<file path="config.mk">
export PLATFORM = sky130hd
export DESIGN_NAME = c_escape_sequence_decoder_unit
export DESIGN_NICKNAME = d
export VERILOG_FILES = /design/src/hdl/ced_pkg.sv /design/src/hdl/ced_front.sv /design/src/hdl/ced_queue.sv /design/src/hdl/ced_back.sv /design/src/hdl/c_escape_sequence_decoder_unit.sv
export SDC_FILE = /design/constraint.sdc
export NUM_CORES = 1
export LEC_CHECK = 0
export BUFFER_PORTS_ARGS = -buffer_cell sky130_fd_sc_hd__buf_4
export CORE_MARGIN = 1
export CORE_UTILIZATION = 56
export DETAILED_ROUTE_END_ITERATION = 10
export GPL_ROUTABILITY_DRIVEN = 0
export PLACE_DENSITY = 0.84
export SYNTH_ARGS = -nofsm -noshare
export SYNTH_HDL_FRONTEND = slang
export SYNTH_SLANG_ARGS = --single-unit
export TNS_END_PERCENT = 1
</file>
<file path="constraint.sdc">
create_clock -name clk -period 8.1 [get_ports clk]
set_clock_uncertainty 0.2 [all_clocks]
set_input_delay 1.215 -clock clk [delete_from_list [all_inputs] [get_ports clk]]
set_output_delay 1.215 -clock clk [all_outputs]
set_load 0.01 [all_outputs]
</file>
<file path="src/hdl/ced_pkg.sv">
`timescale 1ns / 1ps

package ced_pkg;

	// Width of the decoded length counter; the count saturates at 2^LENGTH_BITS-1, and at 65535
	localparam int LENGTH_BITS = 16;
	localparam logic [15:0] COUNT_LIMIT = (LENGTH_BITS >= 16) ? 16'hFFFF :
		16'((32'd1 << LENGTH_BITS) - 32'd1);

	// Result pairs held between the front and the back
	localparam int QUEUE_DEPTH = 4;
	localparam int QPTR_BITS   = $clog2(QUEUE_DEPTH);
	localparam int QCNT_BITS   = $clog2(QUEUE_DEPTH + 1);

	localparam logic [7:0] CHAR_BACKSLASH = 8'h5C;

	// One request's worth of results: up to two decoded bytes
	typedef struct packed {
		logic [7:0] val0;
		logic       pres0;
		logic [7:0] val1;
		logic       pres1;
		logic       two;    // second result is present
		logic       last;   // closes the string
	} pair_t;

endpackage

</file>
<file path="src/hdl/ced_front.sv">
`timescale 1ns / 1ps

module ced_front import ced_pkg::*; (
	input  logic       clk,
	input  logic       arst_n,
	input  logic       take,
	input  logic [7:0] in_byte,
	input  logic       in_last,
	output logic       ent_valid,
	output pair_t      ent
);

	typedef enum logic [3:0] {
		MODE_PLAIN = 4'b0001,
		MODE_ESC   = 4'b0010,
		MODE_OCT   = 4'b0100,
		MODE_HEX   = 4'b1000
	} mode_t;

	mode_t      mode_q, mode_d;
	logic [7:0] num_q, num_d;
	logic [1:0] dig_q, dig_d;

	logic       is_bs, is_oct, is_hex;
	logic [3:0] hex_d;
	logic       map_hit;
	logic [7:0] map_val;
	logic [1:0] dig_inc;
	pair_t      e;

	// Character classes
	always_comb begin
		is_bs  = (in_byte == CHAR_BACKSLASH);
		is_oct = (in_byte[7:3] == 5'b00110);
		is_hex = 1'b0;
		hex_d  = 4'd0;
		if (in_byte >= 8'h30 && in_byte <= 8'h39) begin
			is_hex = 1'b1;
			hex_d  = in_byte[3:0];
		end else if ((in_byte >= 8'h61 && in_byte <= 8'h66) ||
			(in_byte >= 8'h41 && in_byte <= 8'h46)) begin
			is_hex = 1'b1;
			hex_d  = in_byte[3:0] + 4'd9;
		end
	end

	// Named control escapes
	always_comb begin
		map_hit = 1'b1;
		map_val = 8'd0;
		unique case (in_byte)
			8'h61:   map_val = 8'd7;   // a
			8'h62:   map_val = 8'd8;   // b
			8'h65:   map_val = 8'd27;  // e
			8'h66:   map_val = 8'd12;  // f
			8'h6E:   map_val = 8'd10;  // n
			8'h72:   map_val = 8'd13;  // r
			8'h74:   map_val = 8'd9;   // t
			8'h76:   map_val = 8'd11;  // v
			default: map_hit = 1'b0;
		endcase
	end

	assign dig_inc = dig_q + 2'd1;

	// Decode step: next state and the results of this request
	always_comb begin
		mode_d = mode_q;
		num_d  = num_q;
		dig_d  = dig_q;
		e      = '0;
		e.last = in_last;
		unique case (mode_q)
			MODE_PLAIN: begin
				if (is_bs) begin
					mode_d = MODE_ESC;
				end else begin
					e.pres0 = 1'b1;
					e.val0  = in_byte;
				end
			end
			MODE_ESC: begin
				mode_d = MODE_PLAIN;
				if (map_hit) begin
					e.pres0 = 1'b1;
					e.val0  = map_val;
				end else if (in_byte == 8'h78) begin
					mode_d = MODE_HEX;
					num_d  = 8'd0;
					dig_d  = 2'd0;
				end else if (is_oct) begin
					mode_d = MODE_OCT;
					num_d  = {5'd0, in_byte[2:0]};
					dig_d  = 2'd1;
				end else begin
					e.pres0 = 1'b1;
					e.val0  = in_byte;
				end
			end
			MODE_OCT, MODE_HEX: begin
				if ((mode_q == MODE_OCT && is_oct) || (mode_q == MODE_HEX && is_hex)) begin
					num_d = (mode_q == MODE_OCT) ? {num_q[4:0], in_byte[2:0]} :
						{num_q[3:0], hex_d};
					dig_d = dig_inc;
					// full number goes out at once
					if ((mode_q == MODE_OCT && dig_inc == 2'd3) ||
						(mode_q == MODE_HEX && dig_inc == 2'd2)) begin
						e.pres0 = 1'b1;
						e.val0  = num_d;
						mode_d  = MODE_PLAIN;
					end
				end else begin
					// number ended by next byte: plain text, or a backslash escape
					e.pres0 = 1'b1;
					e.val0  = num_q;
					mode_d  = MODE_PLAIN;
					if (is_bs) begin
						mode_d = MODE_ESC;
					end else begin
						e.pres1 = 1'b1;
						e.val1  = in_byte;
						e.two   = 1'b1;
					end
				end
			end
			default: mode_d = MODE_PLAIN;
		endcase
		// pending number flushed at string end
		if (in_last && (mode_d == MODE_OCT || mode_d == MODE_HEX)) begin
			e.pres0 = 1'b1;
			e.val0  = num_d;
		end
	end

	assign ent       = e;
	assign ent_valid = e.pres0 | in_last;

	// Decode state; a closed string returns to plain text
	always_ff @(posedge clk or negedge arst_n) begin
		if (!arst_n) begin
			mode_q <= MODE_PLAIN;
			num_q  <= 8'd0;
			dig_q  <= 2'd0;
		end else if (take) begin
			if (in_last) begin
				mode_q <= MODE_PLAIN;
				num_q  <= 8'd0;
				dig_q  <= 2'd0;
			end else begin
				mode_q <= mode_d;
				num_q  <= num_d;
				dig_q  <= dig_d;
			end
		end
	end

endmodule

</file>
<file path="src/hdl/ced_queue.sv">
`timescale 1ns / 1ps

module ced_queue import ced_pkg::*; (
	input  logic  clk,
	input  logic  arst_n,
	input  logic  wr,
	input  pair_t wr_data,
	input  logic  rd,
	output pair_t rd_data,
	output logic  q_full,
	output logic  q_empty
);

	pair_t                slots_q [QUEUE_DEPTH];
	logic [QPTR_BITS-1:0] wptr_q, rptr_q;
	logic [QCNT_BITS-1:0] cnt_q;

	assign q_full  = (cnt_q == QCNT_BITS'(QUEUE_DEPTH));
	assign q_empty = (cnt_q == '0);
	assign rd_data = slots_q[rptr_q];

	// Storage
	always_ff @(posedge clk) begin
		if (wr) begin
			slots_q[wptr_q] <= wr_data;
		end
	end

	// Pointers and fill level
	always_ff @(posedge clk or negedge arst_n) begin
		if (!arst_n) begin
			wptr_q <= '0;
			rptr_q <= '0;
			cnt_q  <= '0;
		end else begin
			if (wr) begin
				wptr_q <= (wptr_q == QPTR_BITS'(QUEUE_DEPTH - 1)) ? '0 : wptr_q + 1'b1;
			end
			if (rd) begin
				rptr_q <= (rptr_q == QPTR_BITS'(QUEUE_DEPTH - 1)) ? '0 : rptr_q + 1'b1;
			end
			if (wr && !rd) begin
				cnt_q <= cnt_q + 1'b1;
			end else if (rd && !wr) begin
				cnt_q <= cnt_q - 1'b1;
			end
		end
	end

endmodule

</file>
<file path="src/hdl/ced_back.sv">
`timescale 1ns / 1ps

module ced_back import ced_pkg::*; (
	input  logic        clk,
	input  logic        arst_n,
	input  logic        q_empty,
	input  pair_t       head,
	output logic        q_rd,
	output logic        empty,
	input  logic        pop,
	output logic [7:0]  out_byte,
	output logic        byte_present,
	output logic        string_end,
	output logic [15:0] out_length,
	output logic        run_last
);

	logic        slot_q;
	logic [15:0] count_q;
	logic        taken;

	assign empty = q_empty;
	assign taken = pop & ~q_empty;

	// Present the selected half of the head pair
	always_comb begin
		if (slot_q) begin
			out_byte     = head.val1;
			byte_present = head.pres1;
			run_last     = 1'b1;
			string_end   = head.last;
		end else begin
			out_byte     = head.val0;
			byte_present = head.pres0;
			run_last     = ~head.two;
			string_end   = head.last & ~head.two;
		end
		out_length = (byte_present && count_q != COUNT_LIMIT) ? count_q + 16'd1 : count_q;
	end

	// Head pair leaves once its final result is taken
	assign q_rd = taken & run_last;

	// Result slot and running length
	always_ff @(posedge clk or negedge arst_n) begin
		if (!arst_n) begin
			slot_q  <= 1'b0;
			count_q <= 16'd0;
		end else if (taken) begin
			slot_q  <= ~run_last;
			count_q <= string_end ? 16'd0 : out_length;
		end
	end

endmodule

</file>
<file path="src/hdl/c_escape_sequence_decoder_unit.sv">
`timescale 1ns / 1ps
// Channel   Direction  Request moves when   Ports
// input     in         push & !full         in_byte, in_last
// result    out        pop & !empty         out_byte, byte_present, string_end,
//                                            out_length, run_last
//
// One input request is taken per cycle while the pair queue has room; its results
// are written to the pair queue and reach the result ports behind any earlier entries.
// Results leave at one per cycle; a request that yields two results holds its queue
// entry for two pops, so sustained input rate with back-pressure-free output is
// set by the single result port.
// Reset clears decode state, queue pointers and the length count; no clearing pass.
// A stalled result side fills the four-entry pair queue, then full rises.

module c_escape_sequence_decoder_unit import ced_pkg::*; (
	input  logic        clk,
	input  logic        arst_n,
	input  logic        push,
	output logic        full,
	input  logic [7:0]  in_byte,
	input  logic        in_last,
	output logic        empty,
	input  logic        pop,
	output logic [7:0]  out_byte,
	output logic        byte_present,
	output logic        string_end,
	output logic [15:0] out_length,
	output logic        run_last
);

	logic  take, ent_valid, q_rd, q_empty;
	pair_t ent, head;

	assign take = push & ~full;

	// Front: classify and decode
	ced_front u_front (
		.clk       (clk),
		.arst_n    (arst_n),
		.take      (take),
		.in_byte   (in_byte),
		.in_last   (in_last),
		.ent_valid (ent_valid),
		.ent       (ent)
	);

	// Pair queue between the two sides
	ced_queue u_queue (
		.clk     (clk),
		.arst_n  (arst_n),
		.wr      (take & ent_valid),
		.wr_data (ent),
		.rd      (q_rd),
		.rd_data (head),
		.q_full  (full),
		.q_empty (q_empty)
	);

	// Back: serialise results and count length
	ced_back u_back (
		.clk          (clk),
		.arst_n       (arst_n),
		.q_empty      (q_empty),
		.head         (head),
		.q_rd         (q_rd),
		.empty        (empty),
		.pop          (pop),
		.out_byte     (out_byte),
		.byte_present (byte_present),
		.string_end   (string_end),
		.out_length   (out_length),
		.run_last     (run_last)
	);

endmodule

</file>
* After elaboration in Yosys (flattened, before gate mapping)
Memories as Yosys holds them, arrays and structs flattened.
Cells that the tools add are included.
Widths: inputs -> output; s select.
** Word-level totals
- Memory bits (writable) :: 80
- Input bits :: 13
- Memories :: 1
- Register bits :: 38
** Operators by class
- Reduce and logical (&&, ||, !) cells :: 23
- Equal/unequal tests :: 26
- Muxes and demuxes :: 51
- $add $sub $neg :: 7
- Magnitude comparators :: 6
- Bitwise gates (word level) :: 10
** Memory list
- u_queue.slots_q :: words 4, bits a word 20, rd ports 1, clocked after Yosys merged registers in 0, write ports 1, line ced_queue.sv:14 : pair_t slots_q [QUEUE_DEPTH];
** Operator list (count)
- $eq 8x7->1 const B :: 10
- $mux 9 :: 7
- $mux 8 :: 7
- $pmux 5 s8 :: 1
- $mux 16 :: 2
- $mux 4 :: 8
- $mux 10 :: 3
- $pmux 9 s3 :: 1
- $add 16x1->16 const B :: 1
- $ge 8x7->1 const B :: 2
- $le 8x7->1 const B :: 2
- $mux 2 :: 8
- $ne 16x16->1 const B :: 1
- $pmux 8 s2 :: 1
- $pmux 4 s3 :: 1
- $logic_and 1x1->1 :: 11
- $mux 3 :: 3
- $eq 2x2->1 const B :: 4
- $eq 4x3->1 const B :: 2
- $eq 4x4->1 const B :: 2
- $ge 8x6->1 const B :: 1
- $le 8x6->1 const B :: 1
- $mux 1 :: 8
- $reduce_or 8->1 :: 1
- other kinds (22) :: 35

* Logic depth before layout (Yosys ltp)
- Depth after elaboration :: 19
- Gate-level depth with buffers :: 14
- Depth with buffers taken out :: 14

* Modules after synthesis
From an unflattened synthesis, not the netlist that was laid out.
** Second synthesis, totals
- Cells, all modules :: 550
- Area total of the unflattened synthesis :: 6650.1 um^2
** By module, submodules not included
- ced_queue :: area each 3305.7 um^2, cells each 141, times used 1
- ced_front :: area each 1950.6 um^2, cells each 248, times used 1
- ced_back :: area each 1378.8 um^2, cells each 159, times used 1
- c_escape_sequence_decoder_unit :: area each 15.0 um^2, cells each 2, times used 1

* Least setup slack after synthesis
OpenSTA, ideal clock, no wires.
- Path kind :: input to register
- Start point :: in in_byte[0]
- End point :: reg u_queue.cnt_q[1]
- Cell stages on the path :: 12
- Slack :: 4.007 ns
- Setup time :: 0.125 ns
- Arrival time :: 3.769 ns
- Path buffers :: 0
- Cells stage by stage :: inv_1 -> ha_1 -> nor3b_1 -> a31oi_1 -> a21oi_2 -> o31ai_4 -> nor2_4 -> o31a_4 -> ha_1 -> inv_1 -> fa_1 -> mux2_2
** Between the ends
- Longest elaborated chain between the ends :: 18
- Elaborated cells on any way between the ends :: 49
** Ends and longest elaborated chain
- start: declaration :: line c_escape_sequence_decoder_unit.sv:20 : input logic [7:0] in_byte,
- $ge 8x7->1, or another cell as far along :: line ced_front.sv:40 : end else if ((in_byte >= 8'h61 && in_byte <= 8'h66) ||
- $logic_and 1x1->1, on equally long branches :: line ced_front.sv:40, ced_front.sv:41
- $logic_or 1x1->1 :: line ced_front.sv:40
- $mux 1 :: line ced_front.sv:40
- $mux 1 :: line ced_front.sv:37 : if (in_byte >= 8'h30 && in_byte <= 8'h39) begin
- $logic_and 1x1->1 :: line ced_front.sv:101 : if ((mode_q == MODE_OCT && is_oct) || (mode_q == MODE_HEX && is_hex)) begin
- $logic_or 1x1->1 :: line ced_front.sv:101
- $mux 4 :: line ced_front.sv:101
- [3 not listed]
- $logic_and 1x1->1 :: line ced_front.sv:129 : if (in_last && (mode_d == MODE_OCT || mode_d == MODE_HEX)) begin
- $mux 9 (*) :: line ced_front.sv:129
- $or 1x1->1 (*) :: line ced_front.sv:136 : assign ent_valid = e.pres0 | in_last;
- $and 1x1->1 (*) :: line c_escape_sequence_decoder_unit.sv:51 : .wr (take & ent_valid),
- named net u_queue.wr :: line ced_queue.sv:6 : input logic wr,
- $logic_not 1->1 :: line ced_queue.sv:44 : end else if (rd && !wr) begin
- $logic_and 1x1->1 :: line ced_queue.sv:44
- $reduce_bool 2->1 (no source line)
- end signal: assignment :: line ced_queue.sv:43 : cnt_q <= cnt_q + 1'b1;
- end signal: assignment :: line ced_queue.sv:45 : cnt_q <= cnt_q - 1'b1;
- end: declaration :: line ced_queue.sv:16 : logic [QCNT_BITS-1:0] cnt_q;
The timed path passes the listed nets; every way through them passes the cells marked *.
A chain may end at the register's enable or synchronous reset.

* Worst setup path in the final report
- Start point :: reg u_queue.rptr_q[0]
- End point :: out out_length[15]
** Between the ends
- Longest elaborated chain between the ends :: 4
** Ends and longest elaborated chain
- start: declaration :: line ced_queue.sv:15 : logic [QPTR_BITS-1:0] wptr_q, rptr_q;
- start signal: assignment :: line ced_queue.sv:40 : rptr_q <= (rptr_q == QPTR_BITS'(QUEUE_DEPTH - 1)) ? '0 : rptr_q + 1'b1;
- $mem_v2 4x20
- $mux 1 :: line ced_back.sv:27 : if (slot_q) begin
- $logic_and 1x1->1 :: line ced_back.sv:38 : out_length = (byte_present && count_q != COUNT_LIMIT) ? count_q + 16'd1 : count_q;
- $mux 16 :: line ced_back.sv:38
- end: declaration :: line c_escape_sequence_decoder_unit.sv:27 : output logic [15:0] out_length,
Every way passes these cells.

==> results.toml <==
[floorplan]
rows = 38
ios = 42
die_area_um2 = 11700
die_w_um = 108
die_y_um = 108
start_util_pct = 57.8
coreArea_um2 = 10900

[grt]
grt.busiest_layer = "met2"
grt_max_degree = 39
gr-usage-met2_pct = 43.5
grt_pass1_wl_mm = 23.2
use_met3_pct = 5.85
grt_use_met1_pct = 34.0
grt-ovfl-total = 0
antenna_found_initial = 0
grt_usage_pct = 26.6
grt_pass1_vias = 4531

[layout]
final_common_cell = "edfxtp_1"
areaGrowthSynthToFinish_pct = 14.9
diodes = 0
nets = 595
fin_cells = 721
final_cell_mix = "edfxtp_1, o21ai_0, buf_4"
final_core_util_pct = 66.4
drive_above_1_share_pct = 22.2
fillers = 764

[worst_setup_path]
critPathLaunchType = "flop"
arrival_ps = 3430
worst-path-max-fanout = 13
critPathCaptureType = "output pin"
path_delay_family = "multiplexers"
crit_chain = "buf_4 > mux4_1 > mux2_4 > o311a_2 > and3_1 > nand2_4 > nor2_1 > xor2_1 > buf_4"
cpPeakStageDelay_ps = 720
critPathRequiredTime_ps = 6680
worstSetupPathType = "reg -> out"
worst_path_most_repeated_cell = "buf_4"
cp_slowest_cell = "dfrtp_1"
worst-path-buf-inv = 2

[sta]
maxSlewHeadroom_pct = 28.0
finalSetupTns_ps = 0
drv_slew = 0
rsz0062_at_grt = "no"
fmax_ghz = 0.206
setup_viol_count_final = 0
hold_violations = 0
worst_slew_pin_slew_ps = 1070
whs_ps = 299
fin_crit_sh_pct = 59.8
min_period_ps = 4850

[pwr]
ir_worst_vdd_uv = 194
p_leak_nw = 2.74
total_power_mw = 2.27
power_density_nw_per_um2 = 313

[clocking]
cts.sinks = 114
cts-resized-gates = 0
ctsHoldBuffers = 0
clkTransAtPathRegs_ps = 50
cts.htree.levels = 4
cts_buffer_depth = 2
cts_setup_buffers = 0
cts_buffers = 17
cts_tree = "built"
root_buffer = "clkbuf_16"
clk_latency_ps = 410

[synthesis]
synthCells = 535
ys.flop_type = "edfxtp_1"
synth_seq_cells = 114
syn_avg_cell_area_um2 = 11.8
synth-seq-area-share_pct = 51.2
synth_cell_type_count = 81
synth_nets = 562
syn_area_um2 = 6320
synthArstFlopShare_pct = 33.3
synth_edf_count = 76
ys_warn_count = 0

[placed_design]
io_buffers = 41
dp_hpwl_mm = 9.48
dp.cells = 689

[detailed_routing]
drtIter0Drc = 640
vias = 4726
finalWirelength_mm = 14.7
vias_per_cell = 6.55
first_pass_iters = 6
drcViolationCount = 0
ant_nets = 0
drt-wirelength-per-cell_um = 20.4

[outcome]
outcome = "finished, final reports clean"

[min_path]
worstHoldPathType = "reg -> reg"

[run]
cap_violations = 0
[sequential cells by signal, summed over array words and instances, names as in the netlist]
register         flops
u_queue.slots_q     76
u_back.count_q      16
u_front.num_q        8
u_front.mode_q       4
u_queue.cnt_q        3
u_front.dig_q        2
u_queue.rptr_q       2
u_queue.wptr_q       2
u_back.slot_q        1
[cell type report]
cell class / count / area, um^2 / share of cell area, %
sequential: 114 / 3230 / 44.6
tap: 140 / 175 / 2.41
timing repair buffer: 43 / 323 / 4.45
clock buffer: 18 / 429 / 5.91
inverter: 20 / 75.1 / 1.03
clock inverter: 14 / 163 / 2.24
multi-input combinational: 372 / 2860 / 39.4
[cells in the mapped netlist (3+ instances only)]
master | count | area [um^2]
nor3_1 | 11 | 55.1
o211ai_1 | 5 | 37.5
nand3_1 | 12 | 60.1
buf_6 | 3 | 33.8
ha_1 | 13 | 163
a22oi_1 | 4 | 30.0
buf_1 | 3 | 11.3
xnor2_1 | 15 | 131
and2_1 | 13 | 81.3
a22o_1 | 4 | 35.0
nor2_1 | 28 | 105
mux2_4 | 3 | 45.0
or3_1 | 3 | 18.8
dfrtp_1 | 37 | 926
mux4_2 | 17 | 383
buf_2 | 12 | 60.1
nor4b_2 | 3 | 45.0
edfxtp_1 | 76 | 2280
clkbuf_1 | 10 | 37.5
nor3b_1 | 4 | 30.0
o21ai_1 | 6 | 30.0
nand3b_1 | 5 | 37.5
xor2_1 | 5 | 43.8
nand4_1 | 4 | 25.0
nand2_1 | 39 | 146
inv_1 | 20 | 75.1
nand2b_1 | 6 | 37.5
a31oi_1 | 4 | 25.0
mux2i_1 | 4 | 40.0
o21a_1 | 3 | 22.5
and3_1 | 12 | 75.1
o31ai_1 | 12 | 90.1
a21oi_1 | 19 | 95.1
o21ai_0 | 44 | 220
nor2b_1 | 4 | 25.0
o22ai_1 | 3 | 18.8
mux2_2 | 14 | 158
[cell families (layout without fill, tap and decap cells)]
kind of cell	Yosys count	count (layout)	share of synthesized area [%]
AOI/OAI and AO/OA	139	139	15.0
xor gates and xnor gates	20	20	2.77
adders and majority gates	14	14	2.89
buffers and inverters	49	95	3.56
DFF	114	114	51.2
muxes	39	39	10.3
and+or+nand+nor	160	160	14.3
[worst reg2reg max path: stages, from the launching register on]
cell and delay [ps]:
dfrtp_1 720, buf_4 370, mux4_1 640, or2b_1 260
and2_1 220, inv_1 80, ha_1 220, inv_1 80
fa_1 410, mux2_2 270
[worst paths after layout]
| check | start | to | slack [ps] | cells after the start |
|---|---|---|---|---|
| hold / removal | u_queue.cnt_q[2] | u_queue.cnt_q[2] | 300 | 1 |
| setup reg to reg | u_queue.rptr_q[0] | u_queue.cnt_q[1] | 4510 | 9 |
| setup / recovery | u_queue.rptr_q[0] | out_length[15] | 3250 | 9 |
| hold reg to reg | u_queue.cnt_q[2] | u_queue.cnt_q[2] | 300 | 1 |
| min in group asynchronous | arst_n | u_front.num_q[6] | 570 | 1 |
| max in group asynchronous | arst_n | u_front.mode_q[0] | 6750 | 1 |
[power by group]
group	internal, mW	switching (mW)	leakage (nW)
Combinational	0.336	0.347	1.25
Sequential	0.744	0.0964	1.21
Clock	0.481	0.264	0.284
Total	1.56	0.708	2.74
[metrics by stage]
step | setup slack (ps) | cell area [um^2]
after CTS | 3230 | 7260
after detailed placement | 3560 | 6670
final | 3250 | 7260
after global routing | 3070 | 7260
after floorplan | 4010 | 6320
after global placement | 3670 | 6670
[metal layers]
| metal | part of all wire (%) | wire, um |
|---|---|---|
| met3 | 8.0 | 1180 |
| met2 | 49 | 7200 |
| met5 | 0 | 0 |
| met4 | 2.8 | 410 |
| met1 | 40 | 5910 |
Note: power is estimated with default switching activity, not from simulation.
